[src/rtl/core/ttic_pkg.sv]
// Package with the constants, types and helpers of the thermistor table interpolation core.
`timescale 1ns / 1ps
`default_nettype none

package ttic_pkg;

  localparam int TABLE_DEPTH = 256;
  localparam int SAMPLE_BITS = 12;
  localparam int IDX_W       = $clog2(TABLE_DEPTH);
  localparam int TEMP_W      = 18;
  localparam int PADDR_W     = 3;
  localparam int FIFO_DEPTH  = 2;
  localparam int FIFO_PTR_W  = $clog2(FIFO_DEPTH);
  localparam int FIFO_CNT_W  = $clog2(FIFO_DEPTH + 1);
  localparam int FRAC_W      = 8;
  localparam int DIV_CNT_W   = $clog2(FRAC_W);

  localparam logic [IDX_W-1:0] IDX_MAX = IDX_W'(TABLE_DEPTH - 1);
  localparam logic signed [7:0] BASE_TEMP_RESET = -8'sd20;
  localparam logic [7:0] LAST_INDEX_RESET = 8'd170;

  typedef enum logic {
    MODE_CONVERT = 1'b0,
    MODE_WRITE   = 1'b1
  } mode_e;

  typedef enum logic [1:0] {
    ST_INTERP = 2'd0,
    ST_COLD   = 2'd1,
    ST_HOT    = 2'd2,
    ST_WRITE  = 2'd3
  } status_e;

  typedef enum logic {
    REG_BASE_TEMP  = 1'b0,
    REG_LAST_INDEX = 1'b1
  } reg_addr_e;

  typedef enum logic [2:0] {
    BS_IDLE,
    BS_START,
    BS_FIRST,
    BS_LAST,
    BS_SCAN,
    BS_DIV,
    BS_DONE
  } back_state_e;

  typedef struct packed {
    mode_e                  kind;
    logic [SAMPLE_BITS-1:0] sample;
    logic                   wr_ok;
    logic [IDX_W-1:0]       waddr;
    logic [SAMPLE_BITS-1:0] wval;
  } cmd_t;

  typedef struct packed {
    logic signed [7:0] base_temp;
    logic [7:0]        last_index;
  } cfg_t;

  function automatic logic [IDX_W-1:0] to_idx(input logic [31:0] v);
    return v[IDX_W-1:0];
  endfunction

endpackage

`default_nettype wire

[src/rtl/core/ttic_if.sv]
// Stream interfaces for the input items and the result items of the core.
`timescale 1ns / 1ps
`default_nettype none

interface ttic_in_if;
  logic                            valid;
  logic                            ready;
  logic                            mode;
  logic [ttic_pkg::SAMPLE_BITS-1:0] sample;
  logic [7:0]                      entry_index;
  logic [ttic_pkg::SAMPLE_BITS-1:0] entry_value;

  modport source(output valid, output mode, output sample, output entry_index,
                 output entry_value, input ready);
  modport sink(input valid, input mode, input sample, input entry_index,
               input entry_value, output ready);
endinterface

interface ttic_out_if;
  logic                                valid;
  logic                                ready;
  logic signed [ttic_pkg::TEMP_W-1:0] temperature_q8;
  logic [1:0]                          range_status;
  logic [7:0]                          segment_index;

  modport source(output valid, output temperature_q8, output range_status,
                 output segment_index, input ready);
  modport sink(input valid, input temperature_q8, input range_status,
               input segment_index, output ready);
endinterface

`default_nettype wire

[src/rtl/core/ttic_ram.sv]
// Generic single-write, single-read RAM with a registered read port.
`timescale 1ns / 1ps
`default_nettype none

module ttic_ram #(
  parameter int WIDTH = 12,
  parameter int DEPTH = 256
) (
  input  logic                     clk_i,
  input  logic                     we_i,
  input  logic [$clog2(DEPTH)-1:0] waddr_i,
  input  logic [WIDTH-1:0]         wdata_i,
  input  logic [$clog2(DEPTH)-1:0] raddr_i,
  output logic [WIDTH-1:0]         rdata_o
);

  logic [WIDTH-1:0] mem_q [DEPTH];

  always_ff @(posedge clk_i) begin
    if (we_i) begin
      mem_q[waddr_i] <= wdata_i;
    end
    rdata_o <= mem_q[raddr_i];
  end

endmodule

`default_nettype wire

[src/rtl/core/ttic_front.sv]
// Front end: accepts input transfers, classifies them and queues them for the back end.
`timescale 1ns / 1ps
`default_nettype none

module ttic_front (
  input  logic           clk_i,
  input  logic           rst_ni,
  ttic_in_if.sink        in_i,
  output logic           head_valid_o,
  output ttic_pkg::cmd_t head_o,
  input  logic           pop_i
);

  ttic_pkg::cmd_t                      fifo_q [ttic_pkg::FIFO_DEPTH];
  logic [ttic_pkg::FIFO_PTR_W-1:0]     wr_ptr_q;
  logic [ttic_pkg::FIFO_PTR_W-1:0]     rd_ptr_q;
  logic [ttic_pkg::FIFO_CNT_W-1:0]     count_q;
  logic [ttic_pkg::FIFO_CNT_W-1:0]     count_d;
  logic                                push;
  logic                                pop;
  ttic_pkg::cmd_t                      cmd;

  assign in_i.ready   = (count_q != ttic_pkg::FIFO_CNT_W'(ttic_pkg::FIFO_DEPTH));
  assign push         = in_i.valid && in_i.ready;
  assign head_valid_o = (count_q != '0);
  assign pop          = pop_i && head_valid_o;
  assign head_o       = fifo_q[rd_ptr_q];

  always_comb begin
    cmd.kind   = (in_i.mode == ttic_pkg::MODE_WRITE) ? ttic_pkg::MODE_WRITE
                                                      : ttic_pkg::MODE_CONVERT;
    cmd.sample = in_i.sample;
    cmd.wr_ok  = ({24'd0, in_i.entry_index} < 32'(ttic_pkg::TABLE_DEPTH));
    cmd.waddr  = ttic_pkg::to_idx({24'd0, in_i.entry_index});
    cmd.wval   = in_i.entry_value;
  end

  always_comb begin
    count_d = count_q;
    if (push && !pop) begin
      count_d = count_q + 1'b1;
    end else if (pop && !push) begin
      count_d = count_q - 1'b1;
    end
  end

  always_ff @(posedge clk_i or negedge rst_ni) begin
    if (!rst_ni) begin
      wr_ptr_q <= '0;
      rd_ptr_q <= '0;
      count_q  <= '0;
    end else begin
      count_q <= count_d;
      if (push) begin
        wr_ptr_q <= wr_ptr_q + 1'b1;
      end
      if (pop) begin
        rd_ptr_q <= rd_ptr_q + 1'b1;
      end
    end
  end

  always_ff @(posedge clk_i) begin
    if (push) begin
      fifo_q[wr_ptr_q] <= cmd;
    end
  end

endmodule

`default_nettype wire

[src/rtl/core/ttic_back.sv]
// Back end: table writes, clamp checks, segment scan, fraction divider and result register.
`timescale 1ns / 1ps
`default_nettype none

module ttic_back (
  input  logic           clk_i,
  input  logic           rst_ni,
  input  ttic_pkg::cfg_t cfg_i,
  input  logic           head_valid_i,
  input  ttic_pkg::cmd_t head_i,
  output logic           pop_o,
  ttic_out_if.source     out_o
);

  localparam int SB = ttic_pkg::SAMPLE_BITS;
  localparam int IW = ttic_pkg::IDX_W;
  localparam int TW = ttic_pkg::TEMP_W;

  ttic_pkg::back_state_e state_q;
  ttic_pkg::back_state_e state_d;

  ttic_pkg::cmd_t                cmd_q;
  logic [IW-1:0]                 idx_q;
  logic [IW-1:0]                 seg_q;
  logic [SB-1:0]                 prev_q;
  logic [SB-1:0]                 rem_q;
  logic [SB-1:0]                 den_q;
  logic [ttic_pkg::FRAC_W-1:0]   quo_q;
  logic [ttic_pkg::DIV_CNT_W-1:0] cnt_q;
  logic [TW-1:0]                 res_temp_q;
  ttic_pkg::status_e             res_status_q;
  logic [IW-1:0]                 res_seg_q;
  logic                          out_valid_q;

  logic                          ram_we;
  logic [IW-1:0]                 ram_raddr;
  logic [SB-1:0]                 rd_data;
  logic                          out_load;

  logic [31:0]                   last_w;
  logic [IW-1:0]                 last_idx;
  logic [TW-1:0]                 base_ext;
  logic [TW-1:0]                 cold_sum;
  logic [TW-1:0]                 hot_sum;
  logic [TW-1:0]                 seg_sum;
  logic [SB:0]                   rem_shift;
  logic [SB:0]                   rem_diff;
  logic                          div_bit;
  logic [SB-1:0]                 rem_next;
  logic [31:0]                   seg_w;
  logic                          hit_cold;
  logic                          hit_hot;
  logic                          hit_seg;
  logic                          div_last;

  ttic_ram #(
    .WIDTH(SB),
    .DEPTH(ttic_pkg::TABLE_DEPTH)
  ) u_table (
    .clk_i  (clk_i),
    .we_i   (ram_we),
    .waddr_i(cmd_q.waddr),
    .wdata_i(cmd_q.wval),
    .raddr_i(ram_raddr),
    .rdata_o(rd_data)
  );

  assign last_w   = {24'd0, cfg_i.last_index};
  assign last_idx = (last_w >= 32'(ttic_pkg::TABLE_DEPTH)) ? ttic_pkg::IDX_MAX
                                                           : ttic_pkg::to_idx(last_w);
  assign base_ext = {{(TW - 8){cfg_i.base_temp[7]}}, cfg_i.base_temp};
  assign cold_sum = base_ext;
  assign hot_sum  = base_ext + TW'(last_idx);
  assign seg_sum  = base_ext + TW'(seg_q);

  assign hit_cold = (cmd_q.sample >= rd_data);
  assign hit_hot  = (cmd_q.sample <= rd_data);
  assign hit_seg  = (cmd_q.sample > rd_data);
  assign div_last = (cnt_q == ttic_pkg::DIV_CNT_W'(ttic_pkg::FRAC_W - 1));

  assign rem_shift = {rem_q, 1'b0};
  assign rem_diff  = rem_shift - {1'b0, den_q};
  assign div_bit   = (rem_shift >= {1'b0, den_q});
  assign rem_next  = div_bit ? rem_diff[SB-1:0] : rem_shift[SB-1:0];
  assign seg_w     = 32'(res_seg_q);

  always_comb begin
    state_d = state_q;
    case (state_q)
      ttic_pkg::BS_IDLE: begin
        if (head_valid_i) begin
          state_d = ttic_pkg::BS_START;
        end
      end
      ttic_pkg::BS_START: begin
        state_d = (cmd_q.kind == ttic_pkg::MODE_WRITE) ? ttic_pkg::BS_DONE
                                                        : ttic_pkg::BS_FIRST;
      end
      ttic_pkg::BS_FIRST: begin
        state_d = hit_cold ? ttic_pkg::BS_DONE : ttic_pkg::BS_LAST;
      end
      ttic_pkg::BS_LAST: begin
        state_d = hit_hot ? ttic_pkg::BS_DONE : ttic_pkg::BS_SCAN;
      end
      ttic_pkg::BS_SCAN: begin
        if (hit_seg) begin
          state_d = ttic_pkg::BS_DIV;
        end
      end
      ttic_pkg::BS_DIV: begin
        if (div_last) begin
          state_d = ttic_pkg::BS_DONE;
        end
      end
      ttic_pkg::BS_DONE: begin
        if (out_load) begin
          state_d = ttic_pkg::BS_IDLE;
        end
      end
      default: begin
        state_d = ttic_pkg::BS_IDLE;
      end
    endcase
  end

  always_comb begin
    pop_o     = 1'b0;
    ram_we    = 1'b0;
    ram_raddr = '0;
    out_load  = 1'b0;
    case (state_q)
      ttic_pkg::BS_IDLE: begin
        pop_o = head_valid_i;
      end
      ttic_pkg::BS_START: begin
        ram_we    = (cmd_q.kind == ttic_pkg::MODE_WRITE) && cmd_q.wr_ok;
        ram_raddr = '0;
      end
      ttic_pkg::BS_FIRST: begin
        ram_raddr = last_idx;
      end
      ttic_pkg::BS_LAST: begin
        ram_raddr = ttic_pkg::to_idx(32'd1);
      end
      ttic_pkg::BS_SCAN: begin
        ram_raddr = idx_q + 1'b1;
      end
      ttic_pkg::BS_DONE: begin
        out_load = !out_valid_q || out_o.ready;
      end
      default: begin
        ram_raddr = '0;
      end
    endcase
  end

  always_ff @(posedge clk_i or negedge rst_ni) begin
    if (!rst_ni) begin
      state_q     <= ttic_pkg::BS_IDLE;
      out_valid_q <= 1'b0;
    end else begin
      state_q <= state_d;
      if (out_load) begin
        out_valid_q <= 1'b1;
      end else if (out_o.ready) begin
        out_valid_q <= 1'b0;
      end
    end
  end

  always_ff @(posedge clk_i) begin
    case (state_q)
      ttic_pkg::BS_IDLE: begin
        if (head_valid_i) begin
          cmd_q <= head_i;
        end
      end
      ttic_pkg::BS_START: begin
        res_status_q <= ttic_pkg::ST_WRITE;
        res_temp_q   <= '0;
        res_seg_q    <= '0;
      end
      ttic_pkg::BS_FIRST: begin
        prev_q       <= rd_data;
        res_status_q <= ttic_pkg::ST_COLD;
        res_temp_q   <= {cold_sum[TW-9:0], 8'd0};
        res_seg_q    <= '0;
      end
      ttic_pkg::BS_LAST: begin
        res_status_q <= ttic_pkg::ST_HOT;
        res_temp_q   <= {hot_sum[TW-9:0], 8'd0};
        res_seg_q    <= '0;
        idx_q        <= ttic_pkg::to_idx(32'd1);
      end
      ttic_pkg::BS_SCAN: begin
        if (hit_seg) begin
          seg_q <= idx_q - 1'b1;
          rem_q <= prev_q - cmd_q.sample;
          den_q <= prev_q - rd_data;
          quo_q <= '0;
          cnt_q <= '0;
        end else begin
          prev_q <= rd_data;
          idx_q  <= idx_q + 1'b1;
        end
      end
      ttic_pkg::BS_DIV: begin
        rem_q <= rem_next;
        quo_q <= {quo_q[ttic_pkg::FRAC_W-2:0], div_bit};
        cnt_q <= cnt_q + 1'b1;
        if (div_last) begin
          res_status_q <= ttic_pkg::ST_INTERP;
          res_seg_q    <= seg_q;
          res_temp_q   <= {seg_sum[TW-9:0], quo_q[ttic_pkg::FRAC_W-2:0], div_bit};
        end
      end
      default: begin
      end
    endcase
  end

  always_ff @(posedge clk_i) begin
    if (out_load) begin
      out_o.temperature_q8 <= res_temp_q;
      out_o.range_status   <= res_status_q;
      out_o.segment_index  <= seg_w[7:0];
    end
  end

  assign out_o.valid = out_valid_q;

endmodule

`default_nettype wire

[src/rtl/core/thermistor_table_interpolation_core.sv]
// A table write passes the start and done states; a conversion checks the cold clamp on
// entry 0 and the hot clamp on the last entry, then scans segments and runs the divider.
// The back end handles one item at a time, so a new item starts only when the last is done,
// its pace set by the linear segment scan (one table entry per cycle) and the 8-bit divider.
// A two-entry queue and the result register let input and output stall independently.
// Reset clears control state and sets the base to -20 and the last index to 170.
`timescale 1ns / 1ps
`default_nettype none

module thermistor_table_interpolation_core (
  input  logic                         clk_i,
  input  logic                         rst_ni,
  ttic_in_if.sink                      in_i,
  ttic_out_if.source                   out_o,
  input  logic                         psel,
  input  logic                         penable,
  input  logic                         pwrite,
  input  logic [ttic_pkg::PADDR_W-1:0] paddr,
  input  logic [31:0]                  pwdata,
  output logic [31:0]                  prdata,
  output logic                         pready
);

  ttic_pkg::cfg_t cfg_q;
  logic           cfg_we;
  logic           head_valid;
  ttic_pkg::cmd_t head;
  logic           pop;

  assign pready = 1'b1;
  assign cfg_we = psel && penable && pwrite;

  always_ff @(posedge clk_i or negedge rst_ni) begin
    if (!rst_ni) begin
      cfg_q.base_temp  <= ttic_pkg::BASE_TEMP_RESET;
      cfg_q.last_index <= ttic_pkg::LAST_INDEX_RESET;
    end else if (cfg_we) begin
      if (paddr[2] == ttic_pkg::REG_LAST_INDEX) begin
        cfg_q.last_index <= pwdata[7:0];
      end else begin
        cfg_q.base_temp <= pwdata[7:0];
      end
    end
  end

  assign prdata = (paddr[2] == ttic_pkg::REG_LAST_INDEX) ? {24'd0, cfg_q.last_index}
                                                         : {24'd0, cfg_q.base_temp};

  ttic_front u_front (
    .clk_i       (clk_i),
    .rst_ni      (rst_ni),
    .in_i        (in_i),
    .head_valid_o(head_valid),
    .head_o      (head),
    .pop_i       (pop)
  );

  ttic_back u_back (
    .clk_i       (clk_i),
    .rst_ni      (rst_ni),
    .cfg_i       (cfg_q),
    .head_valid_i(head_valid),
    .head_i      (head),
    .pop_o       (pop),
    .out_o       (out_o)
  );

endmodule

`default_nettype wire

[src/flat_wrapper.sv]
// flat-port wrapper written by rule: the top's interface ports become plain ports
module thermistor_table_interpolation_core_flat 
  (clk_i, rst_ni, psel, penable, pwrite, paddr, pwdata, prdata, pready, in_i_valid, in_i_mode, in_i_sample, in_i_entry_index, in_i_entry_value, in_i_ready, out_o_valid, out_o_temperature_q8, out_o_range_status, out_o_segment_index, out_o_ready);
  ttic_in_if in_i_i ();
  ttic_out_if out_o_i ();
  input  logic clk_i;
  input  logic rst_ni;
  input  logic psel;
  input  logic penable;
  input  logic pwrite;
  input  logic [ttic_pkg::PADDR_W-1:0] paddr;
  input  logic [31:0] pwdata;
  output logic [31:0] prdata;
  output logic pready;
  input wire logic [$bits(in_i_i.valid)-1:0] in_i_valid;
  input wire logic [$bits(in_i_i.mode)-1:0] in_i_mode;
  input wire logic [$bits(in_i_i.sample)-1:0] in_i_sample;
  input wire logic [$bits(in_i_i.entry_index)-1:0] in_i_entry_index;
  input wire logic [$bits(in_i_i.entry_value)-1:0] in_i_entry_value;
  output wire logic [$bits(in_i_i.ready)-1:0] in_i_ready;
  output wire logic [$bits(out_o_i.valid)-1:0] out_o_valid;
  output wire logic [$bits(out_o_i.temperature_q8)-1:0] out_o_temperature_q8;
  output wire logic [$bits(out_o_i.range_status)-1:0] out_o_range_status;
  output wire logic [$bits(out_o_i.segment_index)-1:0] out_o_segment_index;
  input wire logic [$bits(out_o_i.ready)-1:0] out_o_ready;
  assign in_i_i.valid = in_i_valid;
  assign in_i_i.mode = in_i_mode;
  assign in_i_i.sample = in_i_sample;
  assign in_i_i.entry_index = in_i_entry_index;
  assign in_i_i.entry_value = in_i_entry_value;
  assign in_i_ready = in_i_i.ready;
  assign out_o_valid = out_o_i.valid;
  assign out_o_temperature_q8 = out_o_i.temperature_q8;
  assign out_o_range_status = out_o_i.range_status;
  assign out_o_segment_index = out_o_i.segment_index;
  assign out_o_i.ready = out_o_ready;
  thermistor_table_interpolation_core u_core (.clk_i(clk_i), .rst_ni(rst_ni), .in_i(in_i_i), .out_o(out_o_i), .psel(psel), .penable(penable), .pwrite(pwrite), .paddr(paddr), .pwdata(pwdata), .prdata(prdata), .pready(pready));
endmodule
[config.mk]
export PLATFORM = sky130hd
export DESIGN_NAME = thermistor_table_interpolation_core_flat
export DESIGN_NICKNAME = d
export VERILOG_FILES = /design/src/rtl/core/ttic_pkg.sv /design/src/rtl/core/ttic_if.sv /design/src/rtl/core/ttic_ram.sv /design/src/rtl/core/ttic_front.sv /design/src/rtl/core/ttic_back.sv /design/src/rtl/core/thermistor_table_interpolation_core.sv /design/src/flat_wrapper.sv
export SDC_FILE = /design/constraint.sdc
export NUM_CORES = 2
export LEC_CHECK = 0
export BUFFER_PORTS_ARGS = -buffer_cell sky130_fd_sc_hd__buf_2
export CAP_MARGIN = 10
export CORE_UTILIZATION = 54
export DETAILED_ROUTE_END_ITERATION = 16
export MAX_ROUTING_LAYER = met4
export PLACE_DENSITY_LB_ADDON = 0.3
export SLEW_MARGIN = 30
export SYNTH_ARGS = -nofsm -noshare
export SYNTH_HDL_FRONTEND = slang
export SYNTH_HIERARCHICAL = 1
export SYNTH_SLANG_ARGS = --single-unit
[constraint.sdc]
create_clock -name clk_i -period 8.5 [get_ports clk_i]
set_input_delay 1.275 -clock clk_i [delete_from_list [all_inputs] [get_ports clk_i]]
set_output_delay 1.275 -clock clk_i [all_outputs]
set_load 0.02 [all_outputs]
# After elaboration in Yosys (flattened, before gate mapping)
# Memories as Yosys holds them, arrays and structs flattened. A register that Yosys moved wholly into a read port is not among the register bits.
# Cells that the tools add are included.
# word_totals
mem_bits_rw	3138
out_inout_bits	63
register_bits	143
memories	2
word_cells	125
# classes
addsub	12
mux	40
eq_ne	13
bitwise	1
magnitude_cmp	5
reduce_logical	31
# memory_table
name	depth	word_bits	rd	rd_ports_with_merged_regs	write_ports	line_no	text
u_core.u_back.u_table.mem_q	256	12	1	1	1	ttic_ram.sv:17	logic [WIDTH-1:0] mem_q [DEPTH];
u_core.u_front.fifo_q	2	33	1	1	1	ttic_front.sv:14	ttic_pkg::cmd_t fifo_q [ttic_pkg::FIFO_DEPTH];
# ops
operator	count
$pmux W18 S4	1
$pmux W12 S2	2
$mux W12	3
$sub A12 B12 Y12	3
$mux W8	4
$pmux W8 S2	2
$pmux W8 S3	1
$mux W3	7
$pmux W3 S7	1
$add A8 B9 Y10	2
$mux W18	1
$reduce_and A2 Y1	9
$pmux W7 S2	1
$reduce_bool A2 Y1	7
$ge A13 B12 Y1	1
$eq A3 B3 Y1 const B	4
$ge A12 B12 Y1	1
$gt A12 B12 Y1	1
$le A12 B12 Y1	1
$ne A2 B2 Y1 const B	6
$mux W1	10
$ge A8 B9 Y1 const B	1
$add A8 B1 Y8 const B	1
$mux W2	4
other kinds (18)	28

# Depth between registers and ports, before layout
# logic_depth
depth_word	6
mapped_depth	17
mapped_depth_nobuf	13

# Cells and area by module
# The synthesis kept the hierarchy.
# modules_own_cells
module	cells_per_inst	seq_area_each_um2	n_inst	area_each_um2
ttic_ram	5506	92488.7	1	118632.5
ttic_back	641	4664.5	1	7972.6
ttic_front	123	2082.0	1	2738.9
thermistor_table_interpolation_core	70	411.6	1	933.4

# Worst setup path after synthesis
# OpenSTA, ideal clock, no wires.
# synth_timing
path_kind	register to register
startpoint	reg u_core/u_back/cmd_q[0] in the netlist's numbering
endpoint	mem u_core.u_back.u_table.mem_q[0][0] (data pin)
path_slack_ps	4454
t_arrival_ps	3228
stages_incl_launch_ff	1
path_cell_list	edfxtp_1
# synth_rtl
element	line_no	text
from (decl)	ttic_back.sv:22	ttic_pkg::cmd_t cmd_q;
from (signal assigned)	ttic_back.sv:175	cmd_q <= head_i;
to (decl)	ttic_ram.sv:17	
# Straight into the memory's write port.

# Worst setup path in the final report
# layout_timing
startpoint	reg u_core.u_back.state_q[1]
endpoint	reg u_core.u_back.u_table.rdata_o[3] (read register of u_core.u_back.u_table.mem_q)
# layout_between
elab_chain_len	2
# layout_rtl
element	line_no	text
from (decl)	ttic_back.sv:19	ttic_pkg::back_state_e state_q;
from (signal assigned)	ttic_back.sv:159	state_q <= ttic_pkg::BS_IDLE;
from (signal assigned)	ttic_back.sv:162	state_q <= state_d;
$eq A3 B3 Y1 or $eq A3 B2 Y1 (tied branches)	ttic_back.sv:131	case (state_q)
$pmux W8 S3 *	ttic_back.sv:131	
named net u_core.u_back.ram_raddr[1]	ttic_back.sv:36	logic [IW-1:0] ram_raddr;
to (decl)	ttic_ram.sv:14	output logic [WIDTH-1:0] rdata_o
# Mark *: on every way through the listed nets, which the timed path passes. The rest lies on a longest branch.
# A chain may end at the register's enable or synchronous reset.

==> results.toml <==
[status]
status = "finished, final reports clean"

[clock_tree]
cts.clk_slew.worst_paths_ns = 0.06
cts_made_buffers = 339
h-tree-depth = 5
post_cts_resized = 0
cts_buffer_depth = 4
cts_tree = "yes"
root_buffer = "clkbuf_16"
clock_latency_ns = 0.99
cts_sinks = 3326
post_cts_buffers = 0
cts_hold_buffers = 0

[critical_path]
cp_num_buf_inv = 2
timing.rr.start = "u_core/u_back/state_q[1]$_DFFE_PN0P_"
ff2ff_setup_slack_ns = 2.68
crit_type = "flop to flop"
crit_slowest_cell = "nor4_1"
critPathMaxFanout = 66
rr_worst_depth = 12
critPathLaunch = "u_core/u_back/state_q[1]$_DFFE_PN0P_"
cp-start-kind = "flop"
r2r-end = "u_core/u_back/u_table/rdata_o[3]$_DFF_P_"
max_stage_delay_ns = 0.85
path_depth = 12
worstPathArrival_ns = 6.60
worstSetupEndpoint = "u_core/u_back/u_table/rdata_o[3]$_DFF_P_"
cp-end-kind = "flop"
crit_family = "simple AND/OR/NAND/NOR gates"
crit_required_ns = 9.28
cp_cell_sequence = "nor2_1, nand2_1, nor2_1, a21o_4, buf_12, buf_4, mux4_2, mux2_2, a221oi_2, o22ai_1, nor4_1, nor4_1"

[synth]
synth-warning-count = 6
synth_largest_area_cell = "edfxtp_1"
synthSimpleGateAreaFrac = 0.02682
async_flop_share = 0.007216
synthDominantCellAreaShare = 0.7583
synth_compound_area_frac = 0.04082
ys_ff_latch = 3326
synth_edf_count = 3290
synth.cell_area_um2 = 130300
synth_flop_cell = "edfxtp_1"
synthAdderAreaFrac = 0.006377
avgSynthCellArea_um2 = 20.55
synth_top_family_by_area = "multiplexers"
synth.distinct_cells = 84
netlist_top_cells_area = "edfxtp_1 76%, mux4_2 11%, mux2i_1 1.8%"
ys_seq_area_frac = 0.7649
netlist_instances = 6340
muxShareOfSynthArea = 0.1369
synth-xor-area-share = 0.003294

[global_route]
grt_pass1_wl_mm = 453.8
grt_usage = 0.2676
grt_pass1_vias = 64740
overflow = 0
grt_max_degree = 194
antenna_found_initial = 8

[floorplanning]
fp.dieH_um = 493.2
core_area_um2 = 238700
fp.dieW_um = 493.2
fp-row-count = 179
top_level_ports = 138
initial_utilization = 0.5457
die_area_um2 = 243200

[cells_and_area]
nets = 6820
finish.utilization = 0.6115
final_area_um2 = 146000
areaGrowthSynthToFinish_pct = 12.06
fill_cells = 16230
drive_gt1_frac = 0.2539

[placement]
dp_slack_ns = 2.847
gp_routability_congestion = 0.8808
port_buffers = 86
hpwlAfterDp_mm = 185.4
placed_area_um2 = 135100

[power]
pwr_density_cell_nw_per_um2 = 341.2
p_leak_nw = 45.22
vdd_drop_max_mv = 0.3092

[timing]
fin_crit_ns = 5.817
tns_ns = 0
period_share = 0.6844
worstMarginPinSlew_ns = 1.152
setup_viol = 0
drv_slew = 0
whs_ns = 0.3292
relSlewSlack = 0.2262
skew_ns = 0.08307
rsz0062_at_grt = "no"
finalHoldViolCount = 0
timing.fmax_ghz = 0.1719
layout_setup_ws_ns = 2.683

[detailed_routing]
wl_mm = 315.2
drt_iter0_drc = 8669
vias_per_cell = 6.501
drt_pass1_iterations = 8
drc = 0
drtAntennaViolNets = 0
vias = 65660
wl_per_cell_um = 31.21

[worst_hold_path]
hold_path_class = "input pin to asynchronous set/reset pin"

[job]
maxCapViolations = 0
## worst min path at each step
stage | from | to | slack (ns) | depth (start not counted)
floorplan | u_core/u_back/res_status_q[0]$_DFFE_PP_ | u_core/u_back/out_o.range_status[0]$_DFFE_PP_ | 0.40 | 0
global route | rst_ni | u_core/u_back/out_o.valid$_DFFE_PN0P_ | 0.33 | 1
global placement | u_core/u_back/res_temp_q[6]$_DFFE_PP_ | u_core/u_back/out_o.temperature_q8[6]$_DFFE_PP_ | 0.40 | 0
detailed placement | u_core/u_back/res_temp_q[13]$_DFFE_PP_ | u_core/u_back/out_o.temperature_q8[13]$_DFFE_PP_ | 0.40 | 0
CTS | rst_ni | u_core/u_back/out_o.valid$_DFFE_PN0P_ | 0.29 | 1
finish | rst_ni | u_core/u_back/out_o.valid$_DFFE_PN0P_ | 0.33 | 1
## power breakdown
| group | internal, mW | total, mW | switching (mW) |
|---|---|---|---|
| clock network | 8.47 | 14.5 | 5.99 |
| logic | 5.60 | 15.3 | 9.66 |
| registers | 19.7 | 20.1 | 0.404 |
## layout by cell type (no fill, tap or decap), types with 27 or more instances in the layout
| cell type | synthesis | routed |
|---|---|---|
| a21oi_1 | 155 | 154 |
| a22oi_1 | 215 | 215 |
| and2_1 | 29 | 27 |
| buf_2 | 73 | 88 |
| buf_4 | 59 | 236 |
| bufinv_16 | 0 | 35 |
| clkbuf_1 | 163 | 50 |
| clkbuf_16 | 0 | 342 |
| clkinv_1 | 1 | 75 |
| clkinv_2 | 0 | 54 |
| edfxtp_1 | 3290 | 3290 |
| ha_1 | 60 | 60 |
| inv_1 | 57 | 57 |
| mux2_2 | 56 | 56 |
| mux2_4 | 29 | 29 |
| mux2i_1 | 236 | 236 |
| mux4_2 | 636 | 636 |
| nand2_1 | 76 | 70 |
| nand3_1 | 45 | 41 |
| nor2_1 | 351 | 214 |
| nor2_2 | 0 | 128 |
| nor2b_1 | 47 | 43 |
| nor3_1 | 43 | 37 |
| o21ai_0 | 67 | 63 |
| o221ai_1 | 53 | 53 |
| o22ai_1 | 90 | 90 |
| xnor2_1 | 29 | 29 |
## through the flow
step,power [mW],cells
after global routing,51.37,10100
after CTS,49.85,10090
after detailed placement,35.48,9502
after global placement,35.19,9496
after floorplan,30.64,6363
final,49.81,10100
## cells by family (layout without fill, tap and decap cells)
| family | Yosys count | in the layout |
|---|---|---|
| XOR/XNOR | 49 | 49 |
| AND/OR/NAND/NOR | 726 | 726 |
| adder cells (fa/ha/maj) | 64 | 64 |
| buffers and inverters | 439 | 1003 |
| multiplexers | 964 | 964 |
| flip-flops | 3326 | 3326 |
| other | 3 | 31 |
| AO/OA/AOI/OAI | 769 | 769 |
## cell type report
cell class                      instances  area [um^2]  area share
Timing Repair Buffer                  358         2841     0.01946
Sequential cell                      3326        99650      0.6826
Tap cell                             3167         3963     0.02714
Clock buffer                          399         8842     0.06057
Clock inverter                        188         1846     0.01264
Multi-Input combinational cell       2598        28610      0.1960
Inverter                               58        217.7    0.001491
Antenna cell                            5        12.51  0.00008571
## metal layers
metal / share of wire / global-route usage / vias to the layer above
met1: 0.38 / 0.3695 / 34330
met4: 0.035 / 0.08961 / 0
met2: 0.47 / 0.4005 / 3808
li1: - / - / 26950
met5: 0 / - / -
met3: 0.11 / 0.05701 / 568
## state kept, by name, summed over array words and instances (netlist names)
| name | flops |
|---|---|
| u_core/u_back/idx_q | 8 |
| u_core/u_back/u_table/mem_q | 3072 |
| u_core/u_back/quo_q | 7 |
| u_core/u_back/u_table/rdata_o | 12 |
| u_core/u_back/out_o.valid | 1 |
| u_core/u_back/out_o.segment_index | 8 |
| u_core/u_back/res_seg_q | 8 |
| u_core/u_front/rd_ptr_q | 1 |
| u_core/u_back/prev_q | 12 |
| u_core/u_back/cnt_q | 3 |
| u_core/u_back/den_q | 12 |
| u_core/u_back/res_temp_q | 18 |
| u_core/cfg_q | 16 |
| u_core/u_back/seg_q | 8 |
| u_core/u_back/state_q | 3 |
| u_core/u_back/out_o.temperature_q8 | 18 |
| u_core/u_back/cmd_q | 34 |
| u_core/u_back/res_status_q | 2 |
| u_core/u_front/fifo_q | 66 |
| u_core/u_front/wr_ptr_q | 1 |
| u_core/u_back/rem_q | 12 |
| u_core/u_back/out_o.range_status | 2 |
| u_core/u_front/count_q | 2 |
## Yosys cell counts, types with 29 or more instances
| master | n |
|---|---|
| and2_1 | 29 |
| mux2_4 | 29 |
| o21ai_0 | 67 |
| nor2b_1 | 47 |
| mux4_2 | 636 |
| a22oi_1 | 215 |
| ha_1 | 60 |
| nand2_1 | 76 |
| inv_1 | 57 |
| buf_4 | 59 |
| nor2_1 | 351 |
| nor4_1 | 35 |
| mux2i_1 | 236 |
| nor3_1 | 43 |
| buf_6 | 37 |
| o22ai_1 | 90 |
| clkbuf_1 | 163 |
| buf_2 | 73 |
| xnor2_1 | 29 |
| o221ai_1 | 53 |
| mux2_2 | 56 |
| a21oi_1 | 155 |
| nand3_1 | 45 |
| edfxtp_1 | 3290 |
## worst reg2reg max path: cells and delay by family (launching register included)
kind	cells	cell delay (ns)
AO/OA/AOI/OAI	3	1.21
buffers and inverters	2	1.23
multiplexers	2	0.74
AND/OR/NAND/NOR	5	1.92
flip-flops	1	0.51
Power figures use the tool's default switching activity.
